$ cat src/btis_pkg.sv
// Package for the breath test interlock sequencer.
// Holds the state codes, message codes, register indexes and shared structs.
// No dependencies.
package btis_pkg;

  localparam int unsigned NumRegs = 8;
  localparam int unsigned CfgIdxBits = 3;
  localparam int unsigned CfgDataBits = 16;
  localparam int unsigned MaxMsgs = 4;

  // register indexes
  localparam logic [CfgIdxBits-1:0] RegSamplePeriod = 3'd0;
  localparam logic [CfgIdxBits-1:0] RegMeasureTime  = 3'd1;
  localparam logic [CfgIdxBits-1:0] RegSeatLost     = 3'd2;
  localparam logic [CfgIdxBits-1:0] RegResultTo     = 3'd3;
  localparam logic [CfgIdxBits-1:0] RegRetryDelay   = 3'd4;
  localparam logic [CfgIdxBits-1:0] RegHumPeriod    = 3'd5;
  localparam logic [CfgIdxBits-1:0] RegMaxFails     = 3'd6;
  localparam logic [CfgIdxBits-1:0] RegHumReads     = 3'd7;

  // machine states
  localparam logic [3:0] StIdle  = 4'd0;
  localparam logic [3:0] StWSeat = 4'd1;
  localparam logic [3:0] StSLost = 4'd2;
  localparam logic [3:0] StWBlow = 4'd3;
  localparam logic [3:0] StRetry = 4'd4;
  localparam logic [3:0] StMeas  = 4'd5;
  localparam logic [3:0] StWRes  = 4'd6;
  localparam logic [3:0] StPass  = 4'd7;
  localparam logic [3:0] StFail  = 4'd8;

  // message codes
  localparam logic [3:0] MsgNone    = 4'd0;
  localparam logic [3:0] MsgStart   = 4'd1;
  localparam logic [3:0] MsgSeatOn  = 4'd2;
  localparam logic [3:0] MsgSeatOff = 4'd3;
  localparam logic [3:0] MsgBlow    = 4'd4;
  localparam logic [3:0] MsgBegin   = 4'd5;
  localparam logic [3:0] MsgEnd     = 4'd6;
  localparam logic [3:0] MsgFail    = 4'd7;
  localparam logic [3:0] MsgError   = 4'd8;
  localparam logic [3:0] MsgGas     = 4'd9;
  localparam logic [3:0] MsgHum     = 4'd10;
  localparam logic [3:0] MsgSensErr = 4'd11;

  // host commands
  localparam logic [2:0] CmdPass  = 3'd0;
  localparam logic [2:0] CmdFail  = 3'd1;
  localparam logic [2:0] CmdError = 3'd2;
  localparam logic [2:0] CmdRetry = 3'd3;
  localparam logic [2:0] CmdOther = 3'd4;

  // blink half periods
  localparam int unsigned BlinkBlow = 500;
  localparam int unsigned BlinkMeas = 100;
  localparam int unsigned BlinkWRes = 300;

  typedef struct packed {
    logic       operation;
    logic [2:0] command;
    logic       start_level;
    logic       blow_level;
    logic       seat_occupied;
    logic [11:0] gas_sample;
    logic [6:0] humidity_value;
    logic       humidity_ok;
  } in_word_t;

  typedef struct packed {
    logic [3:0]  message;
    logic [11:0] sample_value;
    logic [3:0]  machine_state;
    logic        green_led;
    logic        yellow_led;
    logic        red_led;
    logic        engine_enable;
    logic        buzzer_trigger;
    logic        last;
  } out_word_t;

  // one processed item: up to four messages plus the common status
  typedef struct packed {
    logic [2:0]           count;   // 1..4
    logic [3:0][3:0]      code;
    logic [3:0][11:0]     value;
    logic [3:0]           state;
    logic [2:0]           leds;    // {red, yellow, green}
    logic                 engine;
    logic                 buzz;
  } batch_t;

endpackage

$ cat src/btis_if.sv
// Valid/ready channel interface carrying one word of type T.
// Depends on nothing; payload type is set by the user.
interface btis_if #(parameter type T = logic) ();
  logic valid;
  logic ready;
  T     data;
  modport source (output valid, output data, input ready);
  modport sink   (input valid, input data, output ready);
endinterface

$ cat src/btis_front.sv
// Front part: accepts words, runs the interlock state machine, builds batches.
// Depends on btis_pkg.
module btis_front #(
  parameter int unsigned TIME_BITS   = 32,
  parameter int unsigned SAMPLE_BITS = 12
) (
  input  logic                         clk_i,
  input  logic                         rst_ni,
  input  logic                         cfg_we_i,
  input  logic [btis_pkg::CfgIdxBits-1:0]  cfg_idx_i,
  input  logic [btis_pkg::CfgDataBits-1:0] cfg_data_i,
  input  logic                         in_valid_i,
  output logic                         in_ready_o,
  input  btis_pkg::in_word_t           in_data_i,
  output logic                         b_valid_o,
  input  logic                         b_ready_i,
  output btis_pkg::batch_t             b_data_o
);
  typedef logic [TIME_BITS-1:0] tm_t;
  localparam int unsigned BlinkBits = 9;
  localparam int unsigned SampleCut = (SAMPLE_BITS < 12) ? SAMPLE_BITS : 12;

  // configuration registers
  logic [15:0] cfg_q [6];
  logic [2:0]  max_fails_q, hum_reads_q;

  always_ff @(posedge clk_i or negedge rst_ni) begin
    if (!rst_ni) begin
      cfg_q[0] <= 16'd100;
      cfg_q[1] <= 16'd5000;
      cfg_q[2] <= 16'd10000;
      cfg_q[3] <= 16'd10000;
      cfg_q[4] <= 16'd5000;
      cfg_q[5] <= 16'd1000;
      max_fails_q <= 3'd3;
      hum_reads_q <= 3'd5;
    end else if (cfg_we_i) begin
      case (cfg_idx_i)
        btis_pkg::RegMaxFails: max_fails_q <= cfg_data_i[2:0];
        btis_pkg::RegHumReads: hum_reads_q <= cfg_data_i[2:0];
        default: cfg_q[cfg_idx_i[2:0]] <= cfg_data_i;
      endcase
    end
  end

  // blink phase counters replace now/half divisions; they track now_ms mod 2*half
  logic [BlinkBits:0] ph500_q, ph500_d;
  logic [BlinkBits:0] ph100_q, ph100_d;
  logic [BlinkBits:0] ph300_q, ph300_d;

  logic [3:0] mode_q, mode_d;
  tm_t now_q, now_d, entry_q, entry_d, mstart_q, mstart_d, lgas_q, lgas_d;
  tm_t lhum_q, lhum_d, slost_q, slost_d, rstart_q, rstart_d, empty_q, empty_d;
  logic [2:0] hdone_q, hdone_d, fails_q, fails_d;
  logic empty_v_q, empty_v_d, sprev_q, sprev_d, bprev_q, bprev_d;
  logic begin_q, begin_d, fbeep_q, fbeep_d, bpend_q, bpend_d;
  logic [2:0] leds_q, leds_d;
  logic eng_q, eng_d;

  logic out_full_q;
  btis_pkg::batch_t out_q, bat;
  logic take;

  assign in_ready_o = !out_full_q || b_ready_i;
  assign take = in_valid_i && in_ready_o;
  assign b_valid_o = out_full_q;
  assign b_data_o = out_q;

  function automatic logic [BlinkBits:0] adv(logic [BlinkBits:0] p, int unsigned half);
    logic [BlinkBits:0] lim;
    lim = (BlinkBits+1)'(2*half - 1);
    return (p == lim) ? '0 : p + 1'b1;
  endfunction

  function automatic logic ge(tm_t d, logic [15:0] lim);
    return d >= tm_t'(lim);
  endfunction

  always_comb begin
    logic [2:0] n;
    logic start_pr, blow_pr, seat, go_f;
    logic [3:0] go_s;
    tm_t nw;
    mode_d = mode_q; now_d = now_q; entry_d = entry_q; mstart_d = mstart_q;
    lgas_d = lgas_q; lhum_d = lhum_q; slost_d = slost_q; rstart_d = rstart_q;
    empty_d = empty_q; hdone_d = hdone_q; fails_d = fails_q; empty_v_d = empty_v_q;
    sprev_d = sprev_q; bprev_d = bprev_q; begin_d = begin_q; fbeep_d = fbeep_q;
    bpend_d = bpend_q; leds_d = leds_q; eng_d = eng_q;
    ph500_d = ph500_q; ph100_d = ph100_q; ph300_d = ph300_q;
    bat = '0;
    n = '0; go_f = 1'b0; go_s = btis_pkg::StIdle;
    seat = in_data_i.seat_occupied;
    start_pr = 1'b0; blow_pr = 1'b0;
    nw = now_q;
    if (in_data_i.operation) begin
      case (in_data_i.command)
        btis_pkg::CmdPass: begin go_f = 1'b1; go_s = btis_pkg::StPass; end
        btis_pkg::CmdFail: begin
          if (fails_q != 3'd7) fails_d = fails_q + 3'd1;
          go_f = 1'b1;
          if (fails_d < max_fails_q) begin
            rstart_d = nw; go_s = btis_pkg::StRetry;
          end else go_s = btis_pkg::StFail;
        end
        btis_pkg::CmdError: begin
          mstart_d = '0; lgas_d = '0; hdone_d = '0;
          go_f = 1'b1; go_s = btis_pkg::StIdle;
        end
        btis_pkg::CmdRetry: begin
          rstart_d = nw; fbeep_d = 1'b0; go_f = 1'b1; go_s = btis_pkg::StRetry;
        end
        btis_pkg::CmdOther: bpend_d = 1'b1;
        default: ;
      endcase
    end else begin
      nw = now_q + 1'b1;
      now_d = nw;
      ph500_d = adv(ph500_q, btis_pkg::BlinkBlow);
      ph100_d = adv(ph100_q, btis_pkg::BlinkMeas);
      ph300_d = adv(ph300_q, btis_pkg::BlinkWRes);
      // phases restart with the clock when it wraps
      if (nw == '0) begin
        ph500_d = '0; ph100_d = '0; ph300_d = '0;
      end
      if (bpend_q) begin bpend_d = 1'b0; bat.buzz = 1'b1; end
      start_pr = sprev_q && !in_data_i.start_level;
      blow_pr = bprev_q && !in_data_i.blow_level;
      sprev_d = in_data_i.start_level;
      bprev_d = in_data_i.blow_level;
      case (mode_q)
        btis_pkg::StWSeat: begin
          leds_d = leds_q | 3'b010;
          if (seat) begin
            bat.code[n[1:0]] = btis_pkg::MsgSeatOn; n = n + 3'd1;
            go_f = 1'b1; go_s = btis_pkg::StWBlow;
          end
        end
        btis_pkg::StSLost: begin
          leds_d = 3'b100;
          if (seat) begin
            bat.code[n[1:0]] = btis_pkg::MsgSeatOn; n = n + 3'd1;
            mstart_d = '0; lgas_d = '0; lhum_d = nw - tm_t'(cfg_q[5]); hdone_d = '0;
            go_f = 1'b1; go_s = btis_pkg::StWBlow;
          end else if (ge(nw - slost_q, cfg_q[2])) begin
            bat.code[n[1:0]] = btis_pkg::MsgFail; n = n + 3'd1;
            go_f = 1'b1; go_s = btis_pkg::StFail;
          end
        end
        btis_pkg::StRetry: begin
          leds_d = 3'b111;
          if (ge(nw - rstart_q, cfg_q[4])) begin
            mstart_d = '0; lgas_d = '0; lhum_d = nw - tm_t'(cfg_q[5]); hdone_d = '0;
            go_f = 1'b1; go_s = btis_pkg::StWBlow;
          end
        end
        btis_pkg::StWBlow: begin
          leds_d = ph500_d[BlinkBits:0] >= (BlinkBits+1)'(btis_pkg::BlinkBlow)
                   ? (leds_q | 3'b010) : 3'b000;
          if (!seat) begin
            bat.code[n[1:0]] = btis_pkg::MsgSeatOff; n = n + 3'd1;
            slost_d = nw; go_f = 1'b1; go_s = btis_pkg::StSLost;
          end else if (blow_pr) begin
            bat.code[n[1:0]] = btis_pkg::MsgBlow; n = n + 3'd1;
            lgas_d = '0; lhum_d = nw - tm_t'(cfg_q[5]); hdone_d = '0;
            mstart_d = nw; go_f = 1'b1; go_s = btis_pkg::StMeas;
          end
        end
        btis_pkg::StMeas: begin
          if (!begin_q) begin
            bat.code[n[1:0]] = btis_pkg::MsgBegin; n = n + 3'd1; begin_d = 1'b1;
          end
          leds_d = ph100_d >= (BlinkBits+1)'(btis_pkg::BlinkMeas)
                   ? (leds_q | 3'b010) : 3'b000;
          if (!seat) begin
            bat.code[n[1:0]] = btis_pkg::MsgSeatOff; n = n + 3'd1;
            slost_d = nw; go_f = 1'b1; go_s = btis_pkg::StSLost;
          end else begin
            if (ge(nw - lgas_q, cfg_q[0])) begin
              lgas_d = nw;
              bat.code[n[1:0]] = btis_pkg::MsgGas;
              bat.value[n[1:0]] = 12'(in_data_i.gas_sample[SampleCut-1:0]);
              n = n + 3'd1;
            end
            if (ge(nw - lhum_q, cfg_q[5]) && hdone_q < hum_reads_q) begin
              lhum_d = nw;
              if (in_data_i.humidity_ok) begin
                bat.code[n[1:0]] = btis_pkg::MsgHum;
                bat.value[n[1:0]] = 12'(in_data_i.humidity_value);
              end else bat.code[n[1:0]] = btis_pkg::MsgSensErr;
              n = n + 3'd1;
              hdone_d = hdone_q + 3'd1;
            end
            if (ge(nw - mstart_q, cfg_q[1])) begin
              bat.code[n[1:0]] = btis_pkg::MsgEnd; n = n + 3'd1;
              go_f = 1'b1; go_s = btis_pkg::StWRes;
            end
          end
        end
        btis_pkg::StWRes: begin
          if (ge(nw - entry_q, cfg_q[3])) begin
            bat.code[n[1:0]] = btis_pkg::MsgError; n = n + 3'd1;
            go_f = 1'b1; go_s = btis_pkg::StIdle;
          end else begin
            leds_d = ph300_d >= (BlinkBits+1)'(btis_pkg::BlinkWRes)
                     ? (leds_q | 3'b010) : 3'b000;
            if (!seat) begin
              bat.code[n[1:0]] = btis_pkg::MsgSeatOff; n = n + 3'd1;
              slost_d = nw; go_f = 1'b1; go_s = btis_pkg::StSLost;
            end
          end
        end
        btis_pkg::StPass: begin
          fails_d = '0; leds_d = 3'b001; eng_d = 1'b1;
          if (start_pr) begin
            eng_d = 1'b0; empty_v_d = 1'b0;
            bat.code[n[1:0]] = btis_pkg::MsgStart; n = n + 3'd1;
            go_f = 1'b1; go_s = btis_pkg::StWSeat;
          end else if (!seat) begin
            empty_d = empty_v_q ? empty_q : nw;
            empty_v_d = 1'b1;
            if (ge(nw - empty_d, cfg_q[2])) begin
              bat.code[n[1:0]] = btis_pkg::MsgSeatOff; n = n + 3'd1;
              go_f = 1'b1; go_s = btis_pkg::StIdle;
            end
          end else empty_v_d = 1'b0;
        end
        btis_pkg::StFail: begin
          leds_d = 3'b100; eng_d = 1'b0;
          if (!fbeep_q) begin bat.buzz = 1'b1; fbeep_d = 1'b1; end
          if (start_pr) begin go_f = 1'b1; go_s = btis_pkg::StIdle; end
        end
        default: begin
          leds_d = '0; eng_d = 1'b0; mode_d = btis_pkg::StIdle; empty_v_d = 1'b0;
          fails_d = '0; mstart_d = '0; lgas_d = '0; hdone_d = '0;
          slost_d = '0; rstart_d = '0; begin_d = 1'b0;
          if (start_pr) begin
            bat.code[n[1:0]] = btis_pkg::MsgStart; n = n + 3'd1;
            go_f = 1'b1; go_s = btis_pkg::StWSeat;
          end
        end
      endcase
    end
    // state change
    if (go_f) begin
      mode_d = go_s; entry_d = nw; leds_d = '0;
      if (go_s != btis_pkg::StMeas) begin_d = 1'b0;
      if (go_s != btis_pkg::StFail) fbeep_d = 1'b0;
      if (go_s != btis_pkg::StPass) eng_d = 1'b0;
    end
    if (n == 3'd0) begin bat.code[0] = btis_pkg::MsgNone; n = 3'd1; end
    bat.count = n;
    bat.state = mode_d;
    bat.leds = leds_d;
    bat.engine = eng_d;
  end

  // state and output register
  always_ff @(posedge clk_i or negedge rst_ni) begin
    if (!rst_ni) begin
      mode_q <= btis_pkg::StIdle;
      now_q <= '0; entry_q <= '0; mstart_q <= '0; lgas_q <= '0; lhum_q <= '0;
      slost_q <= '0; rstart_q <= '0; empty_q <= '0;
      hdone_q <= '0; fails_q <= '0; empty_v_q <= 1'b0;
      sprev_q <= 1'b1; bprev_q <= 1'b1;
      begin_q <= 1'b0; fbeep_q <= 1'b0; bpend_q <= 1'b0;
      leds_q <= '0; eng_q <= 1'b0;
      ph500_q <= '0; ph100_q <= '0; ph300_q <= '0;
      out_full_q <= 1'b0;
    end else begin
      if (take) begin
        mode_q <= mode_d; now_q <= now_d; entry_q <= entry_d; mstart_q <= mstart_d;
        lgas_q <= lgas_d; lhum_q <= lhum_d; slost_q <= slost_d; rstart_q <= rstart_d;
        empty_q <= empty_d; hdone_q <= hdone_d; fails_q <= fails_d;
        empty_v_q <= empty_v_d; sprev_q <= sprev_d; bprev_q <= bprev_d;
        begin_q <= begin_d; fbeep_q <= fbeep_d; bpend_q <= bpend_d;
        leds_q <= leds_d; eng_q <= eng_d;
        ph500_q <= ph500_d; ph100_q <= ph100_d; ph300_q <= ph300_d;
      end
      if (take) out_full_q <= 1'b1;
      else if (b_ready_i) out_full_q <= 1'b0;
    end
  end

  always_ff @(posedge clk_i) begin
    if (take) out_q <= bat;
  end
endmodule

$ cat src/btis_back.sv
// Back part: takes batches and emits one result word per message.
// Depends on btis_pkg.
module btis_back (
  input  logic              clk_i,
  input  logic              rst_ni,
  input  logic              b_valid_i,
  output logic              b_ready_o,
  input  btis_pkg::batch_t  b_data_i,
  output logic              out_valid_o,
  input  logic              out_ready_i,
  output btis_pkg::out_word_t out_data_o
);
  btis_pkg::batch_t cur_q;
  logic busy_q;
  logic [1:0] idx_q;
  logic last_w, pop;

  assign last_w = (3'(idx_q) + 3'd1) == cur_q.count;
  assign pop = busy_q && out_ready_i;
  assign b_ready_o = !busy_q || (pop && last_w);
  assign out_valid_o = busy_q;

  always_comb begin
    out_data_o.message = cur_q.code[idx_q];
    out_data_o.sample_value = cur_q.value[idx_q];
    out_data_o.machine_state = cur_q.state;
    out_data_o.green_led = cur_q.leds[0];
    out_data_o.yellow_led = cur_q.leds[1];
    out_data_o.red_led = cur_q.leds[2];
    out_data_o.engine_enable = cur_q.engine;
    out_data_o.buzzer_trigger = cur_q.buzz && (idx_q == 2'd0);
    out_data_o.last = last_w;
  end

  // message sequencer
  always_ff @(posedge clk_i or negedge rst_ni) begin
    if (!rst_ni) begin
      busy_q <= 1'b0;
      idx_q <= '0;
    end else if (b_valid_i && b_ready_o) begin
      busy_q <= 1'b1;
      idx_q <= '0;
    end else if (pop) begin
      if (last_w) busy_q <= 1'b0;
      idx_q <= idx_q + 2'd1;
    end
  end

  always_ff @(posedge clk_i) begin
    if (b_valid_i && b_ready_o) cur_q <= b_data_i;
  end
endmodule

$ cat src/breath_test_interlock_sequencer.sv
// Top level of the breath test interlock sequencer.
// Depends on btis_pkg, btis_if, btis_front and btis_back.
//
// Usage: in_if carries input words (a 1 ms tick with pin readings, or a host
// command); out_if carries result words. Each input word yields one to four
// result words; the final one has last set. The user must write registers
// through cfg_we_i/cfg_idx_i/cfg_data_i only while the block is idle; the
// block itself does not enforce it. With the back part free, an accepted
// input word is registered into the batch register and then into the message
// sequencer, which presents its first result word.
// Throughput: one result word per cycle from the back part while out_if
// is ready; an input word's results (1 to 4) leave one at a time through the
// single output port of the message sequencer. The front takes a new word
// while the back is still sending, via a one-entry batch register between them.
// Reset: machine idle, timers zero, registers at their defaults, no output.
// A stalled receiver holds the current result; the front fills the batch
// register and then deasserts ready until space frees.
module breath_test_interlock_sequencer #(
  parameter int unsigned TIME_BITS   = 32,
  parameter int unsigned SAMPLE_BITS = 12
) (
  input  logic clk_i,
  input  logic rst_ni,
  input  logic cfg_we_i,
  input  logic [btis_pkg::CfgIdxBits-1:0]  cfg_idx_i,
  input  logic [btis_pkg::CfgDataBits-1:0] cfg_data_i,
  btis_if.sink   in_if,
  btis_if.source out_if
);
  logic b_valid, b_ready;
  btis_pkg::batch_t b_data;

  btis_front #(.TIME_BITS(TIME_BITS), .SAMPLE_BITS(SAMPLE_BITS)) u_front (
    .clk_i, .rst_ni, .cfg_we_i, .cfg_idx_i, .cfg_data_i,
    .in_valid_i(in_if.valid), .in_ready_o(in_if.ready), .in_data_i(in_if.data),
    .b_valid_o(b_valid), .b_ready_i(b_ready), .b_data_o(b_data)
  );

  btis_back u_back (
    .clk_i, .rst_ni,
    .b_valid_i(b_valid), .b_ready_o(b_ready), .b_data_i(b_data),
    .out_valid_o(out_if.valid), .out_ready_i(out_if.ready), .out_data_o(out_if.data)
  );
endmodule

$ cat src/flat_wrapper.sv
// flat-port wrapper written by rule: the top's interface ports become plain ports
module breath_test_interlock_sequencer_flat 
#(
  parameter int unsigned TIME_BITS   = 32,
  parameter int unsigned SAMPLE_BITS = 12
)
  (clk_i, rst_ni, cfg_we_i, cfg_idx_i, cfg_data_i, in_if_valid, in_if_data, in_if_ready, out_if_valid, out_if_data, out_if_ready);
  btis_if #(.T(btis_pkg::in_word_t)) in_if_i ();
  btis_if #(.T(btis_pkg::out_word_t)) out_if_i ();
  input  logic clk_i;
  input  logic rst_ni;
  input  logic cfg_we_i;
  input  logic [btis_pkg::CfgIdxBits-1:0] cfg_idx_i;
  input  logic [btis_pkg::CfgDataBits-1:0] cfg_data_i;
  input wire logic [$bits(in_if_i.valid)-1:0] in_if_valid;
  input wire logic [$bits(in_if_i.data)-1:0] in_if_data;
  output wire logic [$bits(in_if_i.ready)-1:0] in_if_ready;
  output wire logic [$bits(out_if_i.valid)-1:0] out_if_valid;
  output wire logic [$bits(out_if_i.data)-1:0] out_if_data;
  input wire logic [$bits(out_if_i.ready)-1:0] out_if_ready;
  assign in_if_i.valid = in_if_valid;
  assign in_if_i.data = in_if_data;
  assign in_if_ready = in_if_i.ready;
  assign out_if_valid = out_if_i.valid;
  assign out_if_data = out_if_i.data;
  assign out_if_i.ready = out_if_ready;
  breath_test_interlock_sequencer #(.TIME_BITS(TIME_BITS), .SAMPLE_BITS(SAMPLE_BITS)) u_core (.clk_i(clk_i), .rst_ni(rst_ni), .cfg_we_i(cfg_we_i), .cfg_idx_i(cfg_idx_i), .cfg_data_i(cfg_data_i), .in_if(in_if_i), .out_if(out_if_i));
endmodule
$ cat config.mk
export PLATFORM = sky130hd
export DESIGN_NAME = breath_test_interlock_sequencer_flat
export DESIGN_NICKNAME = d
export VERILOG_FILES = /design/src/btis_pkg.sv /design/src/btis_if.sv /design/src/btis_front.sv /design/src/btis_back.sv /design/src/breath_test_interlock_sequencer.sv /design/src/flat_wrapper.sv
export SDC_FILE = /design/constraint.sdc
export NUM_CORES = 2
export LEC_CHECK = 0
export BUFFER_PORTS_ARGS = -buffer_cell sky130_fd_sc_hd__buf_4
export CAP_MARGIN = 5
export CORE_MARGIN = 2
export CORE_UTILIZATION = 50
export DETAILED_ROUTE_END_ITERATION = 16
export GPL_TIMING_DRIVEN = 0
export PLACE_DENSITY_LB_ADDON = 0.1
export SLEW_MARGIN = 25
export SYNTH_ARGS = -nofsm -noshare
export SYNTH_HDL_FRONTEND = slang
export SYNTH_SLANG_ARGS = --single-unit
$ cat constraint.sdc
create_clock -name clk_i -period 9.5 [get_ports clk_i]
set_clock_uncertainty 0.2 [all_clocks]
set_input_delay 1.425 -clock clk_i [delete_from_list [all_inputs] [get_ports clk_i]]
set_output_delay 1.425 -clock clk_i [all_outputs]
set_load 0.01 [all_outputs]
---- After elaboration in Yosys (flattened, before gate mapping) ----
Cells that the tools add are included.
word-level totals
  register bits ........................... 564
  latch bits .............................. 0
  RAM bits ................................ 0
  memory bits (read-only) ................. 0
  input bits .............................. 51
  output and inout port bits .............. 28
  memories ................................ 0
cells by class
  add/sub/neg operators ................... 19
  multiply operators ...................... 0
  div/mod/pow operators ................... 0
  magnitude comparators ................... 21
  equal/unequal tests ..................... 45
  shift operators ......................... 0
  mux-type cells .......................... 193
  bitwise operators ....................... 24
  reduce and logical (&&, ||, !) cells .... 57
operators by type and width
  cell                                                              count
  32-bit two-way mux                                                24
  64-bit two-way mux                                                8
  32-bit case mux with 4 select lines                               2
  32-bit by 16-bit >= comparator with 1-bit output                  7
  32-bit subtractor                                                 7
  32-bit case mux with 5 select lines                               1
  3-bit two-way mux                                                 41
  96-bit bitwise mux                                                1
  32-bit case mux with 3 select lines                               1
  10-bit two-way mux                                                9
  16-bit two-way mux                                                4
  32-bit case mux with 2 select lines                               1
  4-bit two-way mux                                                 15
  4-bit case mux with 7 select lines                                2
  1-bit two-way mux                                                 52
  48-bit AND                                                        1
  48-bit bitwise mux                                                1
  12-bit demux with 2-bit select                                    2
  16-bit demux with 3-bit select                                    1
  48-bit two-way mux                                                1
  3-bit case mux with 7 select lines                                2
  12-bit two-way mux                                                3
  32-bit by 1-bit adder with 32-bit output (second input constant)  1
  32-bit logical NOT                                                1
  66 further kinds                                                  171

---- Logic depth before layout (Yosys ltp) ----
  depth after elaboration ................. 23
  mapped depth ............................ 41
  depth with buffers taken out ............ 39

---- Modules after synthesis ----
Synthesis repeated with hierarchy kept, for this count alone.
second synthesis, totals
  cells, all modules ...................... 5031
  area total of the unflattened synthesis .. 44428.9 µm²
modules (own cells, without submodules)
  module      instances  cells an instance  area each (µm²)  sequential area each (µm²)
  btis_front  1          4900               41441.0          12260.5
  btis_back   1          131                2987.9           2357.3

---- Least setup slack after synthesis ----
No wires, ideal clock.
  kind .................................... register to register
  start point ............................. register u_core.u_front.now_q[0]
  end point ............................... register u_core.u_front.out_q, in the netlist u_core.u_front.b_data_o[59], data pin
  setup time .............................. 0.264 ns
  arrival time ............................ 7.788 ns
  required time ........................... 9.036 ns
  slack ................................... 1.248 ns
  stages on the path, launching flop included .. 41
  buffers on the path ..................... 2
  period minus slack after synthesis ...... 8.252 ns
  path through ............................ dfrtp_1 ha_1 buf_2 nand4_1 buf_2 o21ai_1 nand2_1 inv_1 ha_1 nand2_1 nand2b_1 a21o_1 a21oi_1 o21ai_0 nor2_1 nor2_1 a21oi_1 xnor2_1 [... 5 more ...] a221o_1 nor4b_1 nand3_1 nor3b_1 nand4_1 or4_1 nor4_2 inv_1 ha_1 o21ai_0 o21ai_0 ha_1 inv_1 ha_1 nand2_1 a21oi_1 a211oi_2 nor2_1
between the ends
  longest elaborated chain between the ends .. 22
  elaborated cells on any way between the ends .. 66
RTL lines
  element                                                                     RTL line           source
  start, declared                                                             btis_front.sv:52   tm_t now_q, now_d, entry_q, entry_d, mstart_q, mstart_d, lgas_q, lgas_d;
  start signal, assigned                                                      btis_front.sv:271  mode_q <= mode_d; now_q <= now_d; entry_q <= entry_d; mstart_q <= mstart_d;
  32-bit by 1-bit adder with 32-bit output *                                  btis_front.sv:116  nw = now_q + 1'b1;
  parallel branches: the longest is 21 deep, another holds 32-bit subtractor  --
  end signal, assigned                                                        btis_front.sv:285  if (take) out_q <= bat;
  end, declared                                                               btis_front.sv:61   btis_pkg::batch_t out_q, bat;
Every way passes the cells marked *. The select of a mux whose other input is x is not followed.
A chain may end at the register's enable or synchronous reset.

---- Worst setup path after layout ----
  start point ............................. register u_core.u_front.now_q[1]
  end point ............................... register u_core.u_front.slost_q[6]
between the ends
  longest elaborated chain between the ends .. 5
  elaborated cells on any way between the ends .. 8
RTL lines
  element                                           RTL line           source
  32-bit by 1-bit adder with 32-bit output *        btis_front.sv:116
  32-bit subtractor                                 btis_front.sv:200  if (ge(nw - entry_q, cfg_q[3])) begin
  32-bit by 16-bit >= comparator with 1-bit output  btis_front.sv:76   return d >= tm_t'(lim);
  2-bit inequality test (no source line)            --
  4-bit AND reduction (no source line)              --
  end signal, assigned                              btis_front.sv:272  lgas_q <= lgas_d; lhum_q <= lhum_d; slost_q <= slost_d; rstart_q <= rstart_d;
  end, declared                                     btis_front.sv:53   tm_t lhum_q, lhum_d, slost_q, slost_d, rstart_q, rstart_d, empty_q, empty_d;
Every way passes the cells marked *; elsewhere a longest branch is shown, timed or not. The select of a mux whose other input is x is not followed.

==> flow_metrics.tcl <==
set metrics [dict create \
    synthesis.area_mm2 0.0446 \
    final_area_mm2 0.0504 \
    worst_slew_pin_slew_ns 1.16 \
    routabilityCongestion 1.04 \
    syn-num-nets 5525 \
    powerDensity_mw_per_mm2 276 \
    routed_wirelength_um 166000 \
    clk_pin_slew_ns 0.06 \
    slew_headroom_pct 22.6 \
    yosys-top-cells-area "dfrtp_1 (21%), edfxtp_1 (8.9%), ha_1 (8.8%)" \
    drive_gt1_share_pct 11.4 \
    p_total_uw 13900 \
    crit_family "compound AO/OA/AOI/OAI gates" \
    grt_max_degree 84 \
    firstDrtPassIters 6 \
    critical_path_class "flop to flop" \
    ir_drop_mv 0.154 \
    wl_per_cell_um 25.2 \
    first_iter_violations 4510 \
    cp-end-kind "flop" \
    ios 79 \
    core-area_mm2 0.0884 \
    setup_viol 0 \
    cts_sinks 544 \
    drc 0 \
    r2r_setup_slack_ns 0.15 \
    hold_path.class "flop to flop" \
    synth_top_cell_by_area "dfrtp_1" \
    root_buffer "clkbuf_16" \
    grt_use_total_pct 35.8 \
    floorplan.initialDensity_pct 50.4 \
    finalCritPeriodShare_pct 98.4 \
    antenna_found_initial 5 \
    nFillCells 8141 \
    die_area_mm2 0.0915 \
    period_needed_ns 9.35 \
    synth.most_common_cell "nand2_1" \
    numPortBuffers 76 \
    worstSkewPairLatency_ns 0.66 \
    globalRouteOverflowTotal 0 \
    fp-row-count 109 \
    grt_pass1_wl_um 246000 \
    final-max-slew-violation-count 0 \
    leakage_uw 0.0220 \
    num_vias 41700 \
    critPathSlowestCell "nor3_4" \
    fmax_mhz 107 \
    syn_avg_cell_area_um2 8.65 \
    viasPerCell 6.33 \
    nets 5744 \
    hold_buffers 0 \
    worst_setup_path_start_kind "flop" \
    cp_max_fo 10 \
    cp.required_ns 9.83 \
    cap_violations 0 \
    synth_cells 5151 \
    worst-path-buf-inv 4 \
    numCtsBuffers 69 \
    hold_viol_final 0 \
    synth_common_cells "nand2_1 (516), o21ai_0 (383), dfrtp_1 (377)" \
    detail-route-antenna-nets 0 \
    synth_flop_cell "dfrtp_1" \
    placed_area_mm2 0.0470 \
    yosysWarnings 0 \
    cts_tree "built" \
    die_w_um 303 \
    cp_data_arrival_time_ns 9.68 \
    critPathMaxStageDelay_ns 0.74 \
    ys_seq_area_share_pct 32.1 \
    grt_pass1_vias 39400 \
    cts_htree_levels 3 \
    cts.path.max_buffers 3 \
    yosysUniqueCellTypes 114 \
    place_hpwl_um 130000 \
    synth_top_area_share_pct 21.2 \
    status "complete, no violations" \
    dieHeight_um 303 \
    ys_seq_elements 544 \
    async_flop_share_pct 75.7 \
    syn_to_final_growth_pct 13.0 \
    synth_edf_count 132 \
]
==> where the power goes <==
part	switching (uW)	internal [uW]
clock	1130	1580
combinational	4690	3210
sequential	313	2960
total	6130	7750
==> placed cells by master (no fill, tap or decap), drive strengths merged, types with 209 or more instances in the layout <==
cell type	n
xnor2	209
nand2	517
buf	220
nor2	369
o21ai	389
a21oi	308
inv	367
dfrtp	377
clkbuf	301
ha	314
==> metal layers <==
metal	GRT usage, %	vias up	routed length, um
li1	-	19200	-
met1	50.4	20300	71900
met2	52.4	1896	69100
met3	7.81	352	16400
met4	16.9	2	8610
met5	0	-	13
==> area by class of cell <==
| class | instances | area [um^2] | share of cell area [%] |
|---|---|---|---|
| Multi-Input combinational cell | 3955 | 28300 | 56.2 |
| Inverter | 381 | 1480 | 2.94 |
| Sequential cell | 544 | 14300 | 28.4 |
| Tap cell | 1165 | 1460 | 2.89 |
| Clock buffer | 102 | 2040 | 4.04 |
| Timing Repair Buffer | 149 | 1290 | 2.57 |
| Antenna cell | 1 | 2.50 | 0.00497 |
| Buffer | 270 | 1240 | 2.45 |
| Clock inverter | 24 | 241 | 0.479 |
==> worst reg2reg max path: cells and delay by family, from the launching register on <==
family / cells / cell delay, ns
xor+xnor: 2 / 0.60
flops: 1 / 0.41
fa+ha+maj: 2 / 0.62
mux: 1 / 0.40
compound gates: 11 / 3.20
simple gates: 8 / 2.59
buf+inv: 4 / 1.22
==> through the flow <==
| stage | instances | TNS (ns) | hold slack, ns | setup slack, ns | util [%] |
|---|---|---|---|---|---|
| after floorplan | 5151 | 0 | 0.200 | 1.25 | - |
| after global placement | 6392 | -362.09 | 0.200 | -3.04 | 52.7 |
| after detailed placement | 6403 | -340.28 | 0.205 | -3.18 | 53.2 |
| after CTS | 6554 | 0 | 0.194 | 0.00528 | 56.4 |
| after global routing | 6590 | -0.420 | 0.214 | -0.0683 | 57.0 |
| final | 6591 | 0 | 0.199 | 0.149 | 57.0 |
==> path summary, 6_finish.rpt <==
kind,startpoint,end,cells past startpoint
worst max-delay path,u_core.u_front.now_q[1],u_core.u_front.slost_q[6],28
worst min-delay path,u_core.u_front.b_data_o[24],u_core.u_back.cur_q[24],0
worst max register to register,u_core.u_front.now_q[1],u_core.u_front.slost_q[6],28
worst min register to register,u_core.u_front.b_data_o[24],u_core.u_back.cur_q[24],0
max in group asynchronous,rst_ni,u_core.u_front.lhum_q[23],4
min in group asynchronous,rst_ni,u_core.u_front.empty_q[1],1
==> flip-flops by register name, summed over array words and instances (netlist names), 4 cells and up <==
register and flops:
u_core.u_front.cfg_q 96, u_core.u_front.mstart_q 32, u_core.u_front.now_q 32, u_core.u_front.empty_q 32
u_core.u_front.entry_q 32, u_core.u_back.cur_q 58, u_core.u_front.b_data_o 66, u_core.u_back.out_data_o 8
u_core.u_front.lgas_q 32, u_core.u_front.mode_q 4, u_core.u_front.rstart_q 32, u_core.u_front.ph300_q 10
u_core.u_front.slost_q 32, u_core.u_front.ph500_q 10, u_core.u_front.ph100_q 10, u_core.u_front.lhum_q 32
==> kinds of logic after synthesis <==
kind of cell | share of synthesized area [%]
and+or+nand+nor | 18.3
AOI/OAI and AO/OA | 21.3
buffers and inverters | 5.79
DFF | 32.1
adders and majority gates | 10.0
xor gates and xnor gates | 7.76
muxes | 4.75
==> timing repair <==
item	4_1_cts	5_1_grt
endpoints found under the setup margin	238	175
setup buffers	26	36
pin swaps	9	15
resized for setup	81	86
(Power assumes the default switching activity.)
